## src/rtl/nir_pkg.sv

```systemverilog
// ----------------------------------------------------------------------------
// nir_pkg: shared types and constants for the NEC IR frame receiver
// Register indexes, status and phase codes, configuration and result structs,
// and the acceptance window compare.
// ----------------------------------------------------------------------------
package nir_pkg;

  // Default frame geometry
  localparam int ADDRESS_BITS_DEF = 8;
  localparam int COMMAND_BITS_DEF = 8;

  // Field widths
  localparam int INTERVAL_W = 15;
  localparam int TOL_W      = 12;
  localparam int ID_W       = 8;
  localparam int MASK_W     = 3;
  localparam int OUT_W      = 8;
  localparam int STATUS_W   = 3;
  localparam int CFG_IDX_W  = 3;
  localparam int CFG_DATA_W = 15;
  // Widest address or command field the decoder supports
  localparam int FIELD_MAX_W = 16;

  // Register reset values
  localparam logic [INTERVAL_W-1:0] START_US_RST  = 15'd13500;
  localparam logic [INTERVAL_W-1:0] REPEAT_US_RST = 15'd11250;
  localparam logic [INTERVAL_W-1:0] ZERO_US_RST   = 15'd1125;
  localparam logic [INTERVAL_W-1:0] ONE_US_RST    = 15'd2250;
  localparam logic [TOL_W-1:0]      TOL_US_RST    = 12'd400;
  localparam logic [ID_W-1:0]       DEVICE_ID_RST = 8'd0;
  localparam logic [MASK_W-1:0]     CHECK_MASK_RST = 3'd3;

  // check_mask bit positions
  localparam int CHK_ADDR_BIT = 0;
  localparam int CHK_CMD_BIT  = 1;
  localparam int CHK_ID_BIT   = 2;

  // Configuration register indexes
  typedef enum logic [CFG_IDX_W-1:0] {
    REG_START_US  = 3'd0,
    REG_REPEAT_US = 3'd1,
    REG_ZERO_US   = 3'd2,
    REG_ONE_US    = 3'd3,
    REG_TOL_US    = 3'd4,
    REG_DEVICE_ID = 3'd5,
    REG_CHECK_MASK = 3'd6
  } cfg_reg_t;

  // Input beat command
  typedef enum logic {
    CMD_EDGE    = 1'b0,
    CMD_TIMEOUT = 1'b1
  } in_cmd_t;

  // Decoder phase
  typedef enum logic [1:0] {
    PH_IDLE  = 2'd0,
    PH_AWAIT = 2'd1,
    PH_RECV  = 2'd2
  } phase_t;

  // Result status
  typedef enum logic [STATUS_W-1:0] {
    ST_NONE   = 3'd0,
    ST_ACCEPT = 3'd1,
    ST_REJECT = 3'd2,
    ST_REPEAT = 3'd3,
    ST_SYMERR = 3'd4
  } status_t;

  typedef struct packed {
    logic [INTERVAL_W-1:0] start_us;
    logic [INTERVAL_W-1:0] repeat_us;
    logic [INTERVAL_W-1:0] zero_us;
    logic [INTERVAL_W-1:0] one_us;
    logic [TOL_W-1:0]      tol_us;
    logic [ID_W-1:0]       device_id;
    logic [MASK_W-1:0]     check_mask;
  } cfg_t;

  // Interval classification
  typedef struct packed {
    logic is_start;
    logic is_repeat;
    logic is_zero;
    logic is_one;
  } sym_t;

  typedef struct packed {
    status_t          status;
    logic [OUT_W-1:0] address;
    logic [OUT_W-1:0] command;
    logic [OUT_W-1:0] repeat_count;
  } result_t;

  // Open window: nominal - tol < t < nominal + tol, computed without underflow
  function automatic logic in_window(input logic [INTERVAL_W-1:0] t,
                                     input logic [INTERVAL_W-1:0] nominal,
                                     input logic [TOL_W-1:0]      tol);
    logic [INTERVAL_W:0] t_hi;
    logic [INTERVAL_W:0] n_hi;
    t_hi = {1'b0, t} + {{(INTERVAL_W-TOL_W+1){1'b0}}, tol};
    n_hi = {1'b0, nominal} + {{(INTERVAL_W-TOL_W+1){1'b0}}, tol};
    return (t_hi > {1'b0, nominal}) && ({1'b0, t} < n_hi);
  endfunction

endpackage

```

## src/rtl/nir_cfg.sv

```systemverilog
// ----------------------------------------------------------------------------
// nir_cfg: configuration register file
// Seven write-only registers loaded from the configuration channel.
// ----------------------------------------------------------------------------
module nir_cfg
  import nir_pkg::*;
(
  input  logic                  clk,
  input  logic                  rst_n,
  input  logic                  cfg_valid,
  output logic                  cfg_ready,
  input  logic [CFG_IDX_W-1:0]  cfg_index,
  input  logic [CFG_DATA_W-1:0] cfg_wdata,
  output cfg_t                  cfg
);

  cfg_t cfg_r;
  cfg_t cfg_nxt;

  // Writes are always accepted
  assign cfg_ready = 1'b1;
  assign cfg       = cfg_r;

  // Register decode; unused indexes are dropped
  always_comb begin
    cfg_nxt = cfg_r;
    if (cfg_valid) begin
      case (cfg_reg_t'(cfg_index))
        REG_START_US:   cfg_nxt.start_us   = cfg_wdata;
        REG_REPEAT_US:  cfg_nxt.repeat_us  = cfg_wdata;
        REG_ZERO_US:    cfg_nxt.zero_us    = cfg_wdata;
        REG_ONE_US:     cfg_nxt.one_us     = cfg_wdata;
        REG_TOL_US:     cfg_nxt.tol_us     = cfg_wdata[TOL_W-1:0];
        REG_DEVICE_ID:  cfg_nxt.device_id  = cfg_wdata[ID_W-1:0];
        REG_CHECK_MASK: cfg_nxt.check_mask = cfg_wdata[MASK_W-1:0];
        default: ;
      endcase
    end
  end

  always_ff @(posedge clk) begin
    if (!rst_n) begin
      cfg_r.start_us   <= START_US_RST;
      cfg_r.repeat_us  <= REPEAT_US_RST;
      cfg_r.zero_us    <= ZERO_US_RST;
      cfg_r.one_us     <= ONE_US_RST;
      cfg_r.tol_us     <= TOL_US_RST;
      cfg_r.device_id  <= DEVICE_ID_RST;
      cfg_r.check_mask <= CHECK_MASK_RST;
    end else begin
      cfg_r <= cfg_nxt;
    end
  end

endmodule

```

## src/rtl/nir_window.sv

```systemverilog
// ----------------------------------------------------------------------------
// nir_window: interval classifier
// Compares one interval against the four acceptance windows.
// ----------------------------------------------------------------------------
module nir_window
  import nir_pkg::*;
(
  input  cfg_t                  cfg,
  input  logic [INTERVAL_W-1:0] interval_us,
  output sym_t                  sym
);

  // Four independent window compares; priority is applied in the decoder
  always_comb begin
    sym.is_start  = in_window(interval_us, cfg.start_us,  cfg.tol_us);
    sym.is_repeat = in_window(interval_us, cfg.repeat_us, cfg.tol_us);
    sym.is_zero   = in_window(interval_us, cfg.zero_us,   cfg.tol_us);
    sym.is_one    = in_window(interval_us, cfg.one_us,    cfg.tol_us);
  end

endmodule

```

## src/rtl/nir_decoder.sv

```systemverilog
// ----------------------------------------------------------------------------
// nir_decoder: frame state machine
// Tracks phase, assembles frame bits LSB first, checks completed frames and
// counts repeat codes. Produces one result per step.
// ----------------------------------------------------------------------------
module nir_decoder
  import nir_pkg::*;
#(
  parameter int ADDRESS_BITS = ADDRESS_BITS_DEF,
  parameter int COMMAND_BITS = COMMAND_BITS_DEF
) (
  input  logic    clk,
  input  logic    rst_n,
  input  logic    step_en,
  input  in_cmd_t cmd,
  input  sym_t    sym,
  input  cfg_t    cfg,
  output result_t res
);

  localparam int TOTAL = 2 * (ADDRESS_BITS + COMMAND_BITS);
  localparam int POS_W = $clog2(TOTAL);
  localparam int AI_LO = ADDRESS_BITS;
  localparam int C_LO  = 2 * ADDRESS_BITS;
  localparam int CI_LO = 2 * ADDRESS_BITS + COMMAND_BITS;

  phase_t             phase_r, phase_nxt;
  logic [POS_W-1:0]   pos_r, pos_nxt;
  logic [TOTAL-1:0]   frame_r, frame_nxt;
  logic               armed_r, armed_nxt;
  logic [OUT_W-1:0]   tally_r, tally_nxt;

  logic [ADDRESS_BITS-1:0] addr_f, addr_inv_f;
  logic [COMMAND_BITS-1:0] cmd_f, cmd_inv_f;
  logic [FIELD_MAX_W-1:0]  addr_ext, cmd_ext;
  logic                    last_bit;
  logic                    frame_ok;

  // Fields of the frame as it stands after this step
  assign addr_f     = frame_nxt[AI_LO-1:0];
  assign addr_inv_f = frame_nxt[C_LO-1:AI_LO];
  assign cmd_f      = frame_nxt[CI_LO-1:C_LO];
  assign cmd_inv_f  = frame_nxt[TOTAL-1:CI_LO];
  assign addr_ext   = FIELD_MAX_W'(addr_f);
  assign cmd_ext    = FIELD_MAX_W'(cmd_f);
  assign last_bit   = (pos_r == POS_W'(TOTAL - 1));

  // Enabled checks on a completed frame
  always_comb begin
    frame_ok = 1'b1;
    if (cfg.check_mask[CHK_ADDR_BIT] && ((addr_f ^ addr_inv_f) != '1)) frame_ok = 1'b0;
    if (cfg.check_mask[CHK_CMD_BIT] && ((cmd_f ^ cmd_inv_f) != '1)) frame_ok = 1'b0;
    if (cfg.check_mask[CHK_ID_BIT] && (addr_ext != FIELD_MAX_W'(cfg.device_id)))
      frame_ok = 1'b0;
  end

  // Next state and result
  always_comb begin
    phase_nxt = phase_r;
    pos_nxt   = pos_r;
    frame_nxt = frame_r;
    armed_nxt = armed_r;
    tally_nxt = tally_r;
    res.status  = ST_NONE;
    res.address = '0;
    res.command = '0;
    if (cmd == CMD_TIMEOUT) begin
      phase_nxt = PH_IDLE;
    end else begin
      case (phase_r)
        PH_AWAIT: begin
          phase_nxt = PH_IDLE;
          if (sym.is_start) begin
            phase_nxt = PH_RECV;
            pos_nxt   = '0;
            frame_nxt = '0;
            armed_nxt = 1'b0;
            tally_nxt = '0;
          end else if (armed_r && sym.is_repeat) begin
            tally_nxt  = tally_r + 1'b1;
            res.status = ST_REPEAT;
          end
        end
        PH_RECV: begin
          if (!sym.is_zero && !sym.is_one) begin
            // bad bit interval
            phase_nxt  = PH_IDLE;
            pos_nxt    = '0;
            res.status = ST_SYMERR;
          end else begin
            frame_nxt[pos_r] = !sym.is_zero;
            pos_nxt          = pos_r + 1'b1;
            if (last_bit) begin
              phase_nxt   = PH_IDLE;
              pos_nxt     = '0;
              armed_nxt   = 1'b1;
              res.address = addr_ext[OUT_W-1:0];
              if (frame_ok) begin
                res.status  = ST_ACCEPT;
                res.command = cmd_ext[OUT_W-1:0];
              end else begin
                res.status = ST_REJECT;
              end
            end
          end
        end
        default: begin
          phase_nxt = PH_AWAIT;
        end
      endcase
    end
    res.repeat_count = tally_nxt;
  end

  always_ff @(posedge clk) begin
    if (!rst_n) begin
      phase_r <= PH_IDLE;
      pos_r   <= '0;
      frame_r <= '0;
      armed_r <= 1'b0;
      tally_r <= '0;
    end else if (step_en) begin
      phase_r <= phase_nxt;
      pos_r   <= pos_nxt;
      frame_r <= frame_nxt;
      armed_r <= armed_nxt;
      tally_r <= tally_nxt;
    end
  end

endmodule

```

## src/rtl/nec_ir_frame_receiver.sv

```systemverilog
// ----------------------------------------------------------------------------
// nec_ir_frame_receiver: NEC-style infrared frame decoder
// Input register, interval classifier, frame state machine, result register.
// ----------------------------------------------------------------------------
// Usage:
//   Input channel (in_*): one beat per falling edge (in_cmd = 0, in_interval_us
//   holds microseconds since the previous edge) or per timer overflow
//   (in_cmd = 1, forces the decoder idle).
//   Result channel (out_*): exactly one beat per input beat, in order, with
//   status, address, command and the repeat count after that step.
//   Config channel (cfg_*): cfg_index selects one of seven registers; always
//   ready. Write only while no input beat is in flight.
//   Throughput: one beat per cycle while out_ready is high; the input
//   register and the result register form a two-stage pipe, and each step
//   is a handful of 16-bit compares plus one bit insert.
//   Stall: when out_ready is low the result register holds; the input
//   register still takes one more beat if it is empty, then in_ready drops.
//   Reset: rst_n (synchronous) loads the register defaults, puts the decoder
//   idle with repeat count zero and empties both pipe registers.
// ----------------------------------------------------------------------------
module nec_ir_frame_receiver
  import nir_pkg::*;
#(
  parameter int ADDRESS_BITS = ADDRESS_BITS_DEF,
  parameter int COMMAND_BITS = COMMAND_BITS_DEF
) (
  input  logic                  clk,
  input  logic                  rst_n,
  // input channel
  input  logic                  in_valid,
  output logic                  in_ready,
  input  logic                  in_cmd,
  input  logic [INTERVAL_W-1:0] in_interval_us,
  // result channel
  output logic                  out_valid,
  input  logic                  out_ready,
  output logic [STATUS_W-1:0]   out_status,
  output logic [OUT_W-1:0]      out_address,
  output logic [OUT_W-1:0]      out_command,
  output logic [OUT_W-1:0]      out_repeat_count,
  // configuration channel
  input  logic                  cfg_valid,
  output logic                  cfg_ready,
  input  logic [CFG_IDX_W-1:0]  cfg_index,
  input  logic [CFG_DATA_W-1:0] cfg_wdata
);

  cfg_t                  cfg;
  sym_t                  sym;
  result_t               res;
  logic                  s1_valid_r;
  in_cmd_t               s1_cmd_r;
  logic [INTERVAL_W-1:0] s1_interval_r;
  logic                  out_valid_r;
  result_t               out_r;
  logic                  advance;
  logic                  step_en;

  // Pipe control: result register frees when empty or taken
  assign advance  = !out_valid_r || out_ready;
  assign in_ready = !s1_valid_r || advance;
  assign step_en  = s1_valid_r && advance;

  nir_cfg u_cfg (
    .clk       (clk),
    .rst_n     (rst_n),
    .cfg_valid (cfg_valid),
    .cfg_ready (cfg_ready),
    .cfg_index (cfg_index),
    .cfg_wdata (cfg_wdata),
    .cfg       (cfg)
  );

  nir_window u_window (
    .cfg         (cfg),
    .interval_us (s1_interval_r),
    .sym         (sym)
  );

  nir_decoder #(
    .ADDRESS_BITS (ADDRESS_BITS),
    .COMMAND_BITS (COMMAND_BITS)
  ) u_decoder (
    .clk     (clk),
    .rst_n   (rst_n),
    .step_en (step_en),
    .cmd     (s1_cmd_r),
    .sym     (sym),
    .cfg     (cfg),
    .res     (res)
  );

  // Input register
  always_ff @(posedge clk) begin
    if (!rst_n) begin
      s1_valid_r <= 1'b0;
    end else if (in_ready) begin
      s1_valid_r <= in_valid;
    end
  end

  always_ff @(posedge clk) begin
    if (in_valid && in_ready) begin
      s1_cmd_r      <= in_cmd_t'(in_cmd);
      s1_interval_r <= in_interval_us;
    end
  end

  // Result register
  always_ff @(posedge clk) begin
    if (!rst_n) begin
      out_valid_r <= 1'b0;
    end else if (advance) begin
      out_valid_r <= s1_valid_r;
    end
  end

  always_ff @(posedge clk) begin
    if (step_en) begin
      out_r <= res;
    end
  end

  assign out_valid        = out_valid_r;
  assign out_status       = out_r.status;
  assign out_address      = out_r.address;
  assign out_command      = out_r.command;
  assign out_repeat_count = out_r.repeat_count;

endmodule

```

## config.mk

```make
export PLATFORM = sky130hd
export DESIGN_NAME = nec_ir_frame_receiver
export DESIGN_NICKNAME = d
export VERILOG_FILES = /design/src/rtl/nir_pkg.sv /design/src/rtl/nir_cfg.sv /design/src/rtl/nir_window.sv /design/src/rtl/nir_decoder.sv /design/src/rtl/nec_ir_frame_receiver.sv
export SDC_FILE = /design/constraint.sdc
export NUM_CORES = 1
export LEC_CHECK = 0
export CAP_MARGIN = 25
export CORE_UTILIZATION = 30
export DETAILED_ROUTE_END_ITERATION = 16
export DONT_BUFFER_PORTS = 1
export PLACE_DENSITY = 0.57
export SLEW_MARGIN = 20
export SYNTH_ARGS = -nofsm -noshare
export SYNTH_HDL_FRONTEND = slang
export SYNTH_SLANG_ARGS = --single-unit
```

## constraint.sdc

```tcl
create_clock -name clk -period 5.9 [get_ports clk]
set_input_delay 0.59 -clock clk [delete_from_list [all_inputs] [get_ports clk]]
set_output_delay 0.59 -clock clk [all_outputs]
set_load 0.005 [all_outputs]
```

Yosys cells after proc, flatten, opt, wreduce, memory -nomap -nowiden
Index checks and enable logic that the tools add are counted.

word-level totals
  input bits = 39
  RAM bits = 0
  logic and storage cells = 125
  output and inout port bits = 30
  latch bits = 0
  memory bits (read-only) = 0
  flip-flop bits (word level) = 176
  memories = 0

cells by class
  shift-type cells = 0
  reductions and logical operators = 32
  equality and inequality tests = 16
  $add $sub $neg = 7
  bitwise gates (word level) = 6
  multiply operators = 0
  multiplexer cells = 34
  order comparisons = 10
  div/mod/pow operators = 0

operators by type and width
  cell                                                                    count
  32-bit 2-to-1 mux                                                       3
  15-bit by 12-bit adder with 16-bit output                               5
  16-bit by 15-bit greater-than comparator with 1-bit output              4
  15-bit by 16-bit < comparator with 1-bit output                         4
  32-bit case mux with 2 select lines                                     1
  8-bit 2-to-1 mux                                                        5
  32-bit bitwise mux                                                      1
  18-bit 2-to-1 mux                                                       1
  8-bit != test (second input constant)                                   2
  2-bit AND reduction                                                     8
  8-bit bitwise XOR                                                       2
  5-bit 2-to-1 mux                                                        3
  1-bit logical AND                                                       12
  2-bit 2-to-1 mux                                                        6
  5-bit case mux with 2 select lines                                      1
  3-bit equality test (second input constant)                             3
  8-bit by 1-bit adder with 8-bit output (second input constant)          1
  8-bit != test                                                           1
  1-bit 2-to-1 mux                                                        7
  3-bit by 2-bit equality test with 1-bit output (second input constant)  2
  5-bit by 6-bit < comparator with 1-bit output (second input constant)   1
  3-bit 2-to-1 mux                                                        2
  3-bit case mux with 2 select lines                                      1
  6-bit AND reduction                                                     1
  other kinds (20)                                                        28

Depth between registers and ports, before layout
  word-level depth = 18
  depth in mapped cells = 31
  gate-level depth less buffers = 28

Hierarchy
Synthesis repeated with hierarchy kept, for this count alone.

unflattened totals
  cell total of the unflattened synthesis = 1616
  area total of the unflattened synthesis = 14066.0 µm²

by module, submodules not included
  module                 area an instance (µm²)  times used  cells an instance  seq. area each (µm²)
  nir_window             5642.9                  1           740                0.0
  nir_decoder            3811.2                  1           515                960.9
  nir_cfg                3216.8                  1           309                1661.6
  nec_ir_frame_receiver  1395.1                  1           52                 1331.3

Worst setup path after synthesis
OpenSTA, ideal clock, no wires.

  path type = register to register
  start = reg u_cfg.cfg_r (netlist bit u_cfg.cfg[12])
  end = reg out_r (netlist bit out_command[0]), data pin
  buffers on the path = 0
  required time = 5.724 ns
  arrival time = 6.103 ns
  period minus slack after synthesis = 6.279 ns
  stages on the path, launching flop included = 28
  setup slack = -0.379 ns
  library setup time = 0.176 ns
  cell sequence = dfxtp_1 -> inv_1 -> fa_1 -> nor2b_1 -> o21ai_0 -> a21boi_0 -> o21ai_0 -> a21boi_0 -> o21ai_0 -> a21boi_0 -> o21ai_0 -> a21boi_0 -> o21ai_0 -> a21oi_1 -> xor2_1 -> ha_1 -> nand4_1 -> nand4bb_1 -> nand2_1 -> o41ai_1 -> o32a_1 -> o21ai_2 -> o21a_1 -> or3_4 -> a2111oi_4 -> nand4_1 -> a221o_1 -> nor4_1

on the way
  longest elaborated chain between the ends = 16
  elaborated cells on any way between the ends = 34
  those cells by class = add/sub (4); order compare (6); eq/ne (3); mux (8); bitwise (3); reduce/logical (10)

RTL lines
  item                                                                                                                                  line                                  source
  from (decl)                                                                                                                           nir_cfg.sv:17                         cfg_t cfg_r;
  from (signal assigned)                                                                                                                nir_cfg.sv:51                         cfg_r <= cfg_nxt;
  15-bit by 12-bit adder with 16-bit output, on equally long branches                                                                   nir_pkg.sv:102, nir_pkg.sv:103
  16-bit by 15-bit greater-than comparator with 1-bit output / 15-bit by 16-bit < comparator with 1-bit output (equally long branches)  nir_pkg.sv:104                        return (t_hi > {1'b0, nominal}) && ({1'b0, t} < n_hi);
  1-bit logical AND                                                                                                                     nir_pkg.sv:104
  1-bit zero test, on equally long branches                                                                                             nir_decoder.sv:85, nir_decoder.sv:91
  32-bit bitwise mux / 1-bit logical AND (equally long branches)                                                                        nir_decoder.sv:91, nir_decoder.sv:85
  32-bit 2-to-1 mux                                                                                                                     nir_decoder.sv:85                     if (!sym.is_zero && !sym.is_one) begin
  32-bit case mux with 2 select lines                                                                                                   nir_decoder.sv:70                     case (phase_r)
  32-bit 2-to-1 mux                                                                                                                     nir_decoder.sv:67                     if (cmd == CMD_TIMEOUT) begin
  8-bit bitwise XOR                                                                                                                     nir_decoder.sv:51                     if (cfg.check_mask[CHK_ADDR_BIT] && ((addr_f ^ addr_inv_f) != '1)) frame_ok = 1'b0;
  8-bit != test                                                                                                                         nir_decoder.sv:51
  1-bit logical AND                                                                                                                     nir_decoder.sv:51
  1-bit 2-to-1 mux                                                                                                                      nir_decoder.sv:51
  1-bit 2-to-1 mux                                                                                                                      nir_decoder.sv:52                     if (cfg.check_mask[CHK_CMD_BIT] && ((cmd_f ^ cmd_inv_f) != '1)) frame_ok = 1'b0;
  1-bit 2-to-1 mux                                                                                                                      nir_decoder.sv:53                     if (cfg.check_mask[CHK_ID_BIT] && (addr_ext != FIELD_MAX_W'(cfg.device_id)))
  1-bit NOT (no source line)                                                                                                            --
  5-bit OR reduction (no source line)                                                                                                   --
  to (signal assigned)                                                                                                                  nec_ir_frame_receiver.sv:120          out_r <= res;
  to (decl)                                                                                                                             nec_ir_frame_receiver.sv:55           result_t out_r;

Several ways; a longest one is shown, not always the timed one.
A chain may end at the register's enable or synchronous reset.

Final worst setup path
  start = reg s1_interval_r[0]
  end = reg out_r (netlist bit out_command[2]), data pin

on the way
  longest elaborated chain between the ends = 16
  elaborated cells on any way between the ends = 31
  those cells by class = add/sub (1); order compare (6); eq/ne (3); mux (8); bitwise (3); reduce/logical (10)

RTL lines
  item                                                            line                                  source
  from (decl)                                                     nec_ir_frame_receiver.sv:53           logic [INTERVAL_W-1:0] s1_interval_r;
  from (signal assigned)                                          nec_ir_frame_receiver.sv:105          s1_interval_r <= in_interval_us;
  15-bit by 12-bit adder with 16-bit output                       nir_pkg.sv:102                        t_hi = {1'b0, t} + {{(INTERVAL_W-TOL_W+1){1'b0}}, tol};
  16-bit by 15-bit greater-than comparator with 1-bit output      nir_pkg.sv:104
  1-bit logical AND                                               nir_pkg.sv:104
  1-bit zero test, on equally long branches                       nir_decoder.sv:85, nir_decoder.sv:91
  32-bit bitwise mux / 1-bit logical AND (equally long branches)  nir_decoder.sv:91, nir_decoder.sv:85
  32-bit 2-to-1 mux                                               nir_decoder.sv:85
  32-bit case mux with 2 select lines                             nir_decoder.sv:70
  32-bit 2-to-1 mux                                               nir_decoder.sv:67
  8-bit bitwise XOR                                               nir_decoder.sv:51
  8-bit != test                                                   nir_decoder.sv:51
  1-bit logical AND                                               nir_decoder.sv:51
  1-bit 2-to-1 mux                                                nir_decoder.sv:51
  1-bit 2-to-1 mux                                                nir_decoder.sv:52
  1-bit 2-to-1 mux                                                nir_decoder.sv:53
  1-bit NOT (no source line)                                      --
  5-bit OR reduction (no source line)                             --

Several ways; a longest one is shown, not always the timed one.

==> insert_results.sql <==
INSERT INTO impl_metrics (metric_group, metric, value, unit) VALUES
('status', 'status', 'finished, violations left', ''),
('status', 'failed_checks', 'setup timing', ''),
('clocking', 'cts.sink_count', '176', ''),
('detailed_routing', 'drt_drc_violations_left', '0', ''),
('sta', 'drv_slew', '0', ''),
('placed_design', 'gpl.final_weighted_congestion', '0.9153', ''),
('grt', 'grt_max_degree', '141', ''),
('synthesis', 'post_synth_main_area_contributors', 'sky130_fd_sc_hd__dfxtp_1 19%, sky130_fd_sc_hd__ha_1 16%, sky130_fd_sc_hd__edfxtp_1 9.2%, sky130_fd_sc_hd__nand2_1 6.4%, sky130_fd_sc_hd__a21boi_0 4.0%', ''),
('cells_and_area', 'syn_to_final_growth', '23.99', '%'),
('synthesis', 'postSynthAreaPerCell', '8.234', 'sq um'),
('grt', 'overflow', '0', ''),
('placed_design', 'place_hpwl', '35.19', 'mm'),
('cells_and_area', 'instances_no_fill', '2491', ''),
('grt', 'number_of_antenna_violations_at_the_first_check_in_global_routing', '2', ''),
('power_and_ir_drop', 'pwr_density_cell', '181.2', 'nW/um^2'),
('detailed_routing', 'dr.first_iter.drc_count', '948', ''),
('clocking', 'cts-root-buf', 'sky130_fd_sc_hd__clkbuf_16', ''),
('detailed_routing', 'tritonroute_pass_1_iters', '8', ''),
('detailed_routing', 'antenna_violating_nets_post_route', '0', ''),
('power_and_ir_drop', 'worst_ir_drop_vdd', '0.0001915', 'V'),
('critical_path', 'critPathLaunch', 's1_interval_r[0]', ''),
('critical_path', 'critical_path_required', '6190', 'ps'),
('synthesis', 'ys_top_cells_by_count', '238 x sky130_fd_sc_hd__nand2_1, 184 x sky130_fd_sc_hd__ha_1, 133 x sky130_fd_sc_hd__dfxtp_1', ''),
('sta', 'final_critical_path_setup_slack', '-261.3', 'ps'),
('die', 'floorplan.core_area', '45770', 'sq um'),
('cells_and_area', 'fillCellCount', '4569', ''),
('cells_and_area', 'register_area', '3960', 'sq um'),
('sta', 'slew_headroom', '12.70', '%'),
('detailed_routing', 'dr_total_vias', '13350', ''),
('critical_path', 'timing.critical_path.from_type', 'flip-flop', ''),
('critical_path', 'cp.arrival', '6450', 'ps'),
('cells_and_area', 'multi_input_area', '9907', 'sq um'),
('sta', 'rsz0062_at_grt', 'true', ''),
('sta', 'worst-slew-pin-transition', '1307', 'ps'),
('sta', 'fin_setup_tns', '-1879', 'ps'),
('sta', 'timing.final.crit_share', '104.4', '%'),
('die', 'start_util', '30.69', '%'),
('synthesis', 'asr_flop_ratio_synth', '0', '%'),
('clocking', 'clk-insertion-delay-late', '470', 'ps'),
('clocking', 'tritoncts', 'built', ''),
('synthesis', 'synth_fp_nets', '1934', ''),
('sta', 'setup-violations-final', '10', ''),
('flow_run', 'max_cap_viol_count', '0', ''),
('placed_design', 'placedInstanceArea', '16020', 'sq um'),
('placed_design', 'place.detailed.instances', '2425', ''),
('cells_and_area', 'final_net_count', '2105', ''),
('critical_path', 'slowest_stage', 'sky130_fd_sc_hd__or4_1', ''),
('synthesis', 'netlist.area_leader.share', '18.95', '%'),
('sta', 'fmax', '162.3', 'MHz'),
('critical_path', 'worst_r2r_startpoint', 's1_interval_r[0]', ''),
('critical_path', 'crit_path_max_fanout', '5', ''),
('die', 'ioPinCount', '69', ''),
('power_and_ir_drop', 'total_power_after_layout', '3156', 'uW'),
('detailed_routing', 'route.detailed.wl_per_inst', '18.94', 'um'),
('synthesis', 'synth-edff-count', '43', ''),
('cells_and_area', 'final_layout_size_suffix_gt1_share', '19.79', '%'),
('synthesis', 'synthesis.area', '14050', 'sq um'),
('clocking', 'htreeDepth', '4', ''),
('detailed_routing', 'via_per_inst', '5.361', ''),
('synthesis', 'synth.yosys.warnings', '0', ''),
('synthesis', 'synthFlopType', 'sky130_fd_sc_hd__dfxtp_1', ''),
('min_path', 'holdCritStartpoint', 'in_interval_us[6]', ''),
('critical_path', 'max_stage_delay', '520', 'ps'),
('grt', 'first_global_vias', '12900', ''),
('sta', 'clock_skew', '15.15', 'ps'),
('power_and_ir_drop', 'leakage', '0.007237', 'uW'),
('critical_path', 'cp-end-kind', 'flip-flop', ''),
('cells_and_area', 'final_area', '17420', 'sq um'),
('synthesis', 'gate_count_post_synth', '1706', ''),
('sta', 'layout_min_cycle_time', '6161', 'ps'),
('grt', 'grt_usage', '19.85', '%');
## logic make-up after synthesis
kind of cell | share of synthesized area [%]
and+or+nand+nor | 18.74
AOI/OAI and AO/OA | 25.72
adders and majority gates | 17.10
buffers and inverters | 5.237
DFF | 28.15
xor gates and xnor gates | 4.489
muxes | 0.5344
other | 0.02670
## report_power, final
part           internal (uW)  total, uW  switching, uW
clock                    606       1140            533
combinational            329        709            381
sequential              1270       1310           37.3
## worst paths after layout
check	end	slack, ps	cells past startpoint
max	out_command[2]	-260	30
min	s1_interval_r[6]	220	0
max reg2reg	out_command[2]	-260	30
min reg2reg	u_cfg.cfg[65]	480	2
## registers in the layout (all words and copies together), names as in the netlist
register           count
u_cfg.cfg             83
out_command            8
s1_cmd_r               1
s1_interval_r         15
s1_valid_r             1
out_repeat_count       8
u_decoder.armed_r      1
out_address            8
out_valid              1
u_decoder.phase_r      2
u_decoder.pos_r        5
out_status             3
u_decoder.frame_r     32
u_decoder.tally_r      8
## final cells by class
cell class                      instances  area share, %
Clock inverter                         12         0.6250
Clock buffer                           20          2.622
Inverter                              115          2.478
Antenna cell                            1        0.01437
Multi-Input combinational cell       1341          56.88
Tap cell                              600          4.310
Sequential cell                       176          22.74
Timing Repair Buffer                  226          10.33
## what timing repair did
| item | 4_1_cts | 5_1_grt |
|---|---|---|
| hold buffers | 0 | 0 |
| pin swaps | 54 | 60 |
| setup endpoints to repair | 12 | 25 |
| gates cloned | 2 | 0 |
| resized for setup | 66 | 82 |
| buffers inserted | 23 | 11 |
## cell usage in the layout (no fill, tap or decap), types with 28 or more instances in the layout
cell type / netlist / routed
sky130_fd_sc_hd__buf_4: 1 / 210
sky130_fd_sc_hd__a31oi_1: 36 / 28
sky130_fd_sc_hd__ha_1: 184 / 180
sky130_fd_sc_hd__o21ai_0: 88 / 61
sky130_fd_sc_hd__a21boi_0: 75 / 64
sky130_fd_sc_hd__inv_1: 114 / 112
sky130_fd_sc_hd__xnor2_1: 43 / 41
sky130_fd_sc_hd__edfxtp_1: 43 / 43
sky130_fd_sc_hd__nand3_1: 57 / 53
sky130_fd_sc_hd__nor2_1: 74 / 72
sky130_fd_sc_hd__nand2_1: 238 / 233
sky130_fd_sc_hd__a21oi_1: 102 / 91
sky130_fd_sc_hd__a21o_1: 31 / 31
sky130_fd_sc_hd__o211ai_1: 43 / 43
sky130_fd_sc_hd__dfxtp_1: 133 / 130
sky130_fd_sc_hd__o21ai_1: 11 / 28
sky130_fd_sc_hd__nor2b_1: 34 / 33
## layer usage
layer  global-route usage [%]  vias to the layer above  part of all wire [%]  routed length (um)
met1                    26.27                     6325                    46               21710
met3                    3.646                       91                   6.1                2878
met4                    7.995                        2                   3.0                1417
li1                         -                     6538                     -                   -
met2                    31.57                      398                    45               21150
met5                        0                        -                 0.028                  13
## critical path: cells and delay by family (launching register included)
| family | cells | cell delay (ps) |
|---|---|---|
| buffers and inverters | 5 | 730 |
| adders and majority gates | 3 | 810 |
| muxes | 1 | 290 |
| DFF | 1 | 400 |
| AOI/OAI and AO/OA | 17 | 2710 |
| xor gates and xnor gates | 1 | 110 |
| and+or+nand+nor | 3 | 930 |
## through the flow
step | utilization [%] | setup slack, ps | hold WS (ps)
3_3_place_gp | 34.96 | -712.9 | 463.3
2_1_floorplan | - | 14.49 | 448.7
6_report | 38.05 | -261.3 | 217.7
3_5_place_dp | 35.00 | -831.6 | 475.2
4_1_cts | 37.18 | -261.0 | 190.5
5_1_grt | 38.05 | -598.9 | 202.0
(Power assumes the default switching activity.)
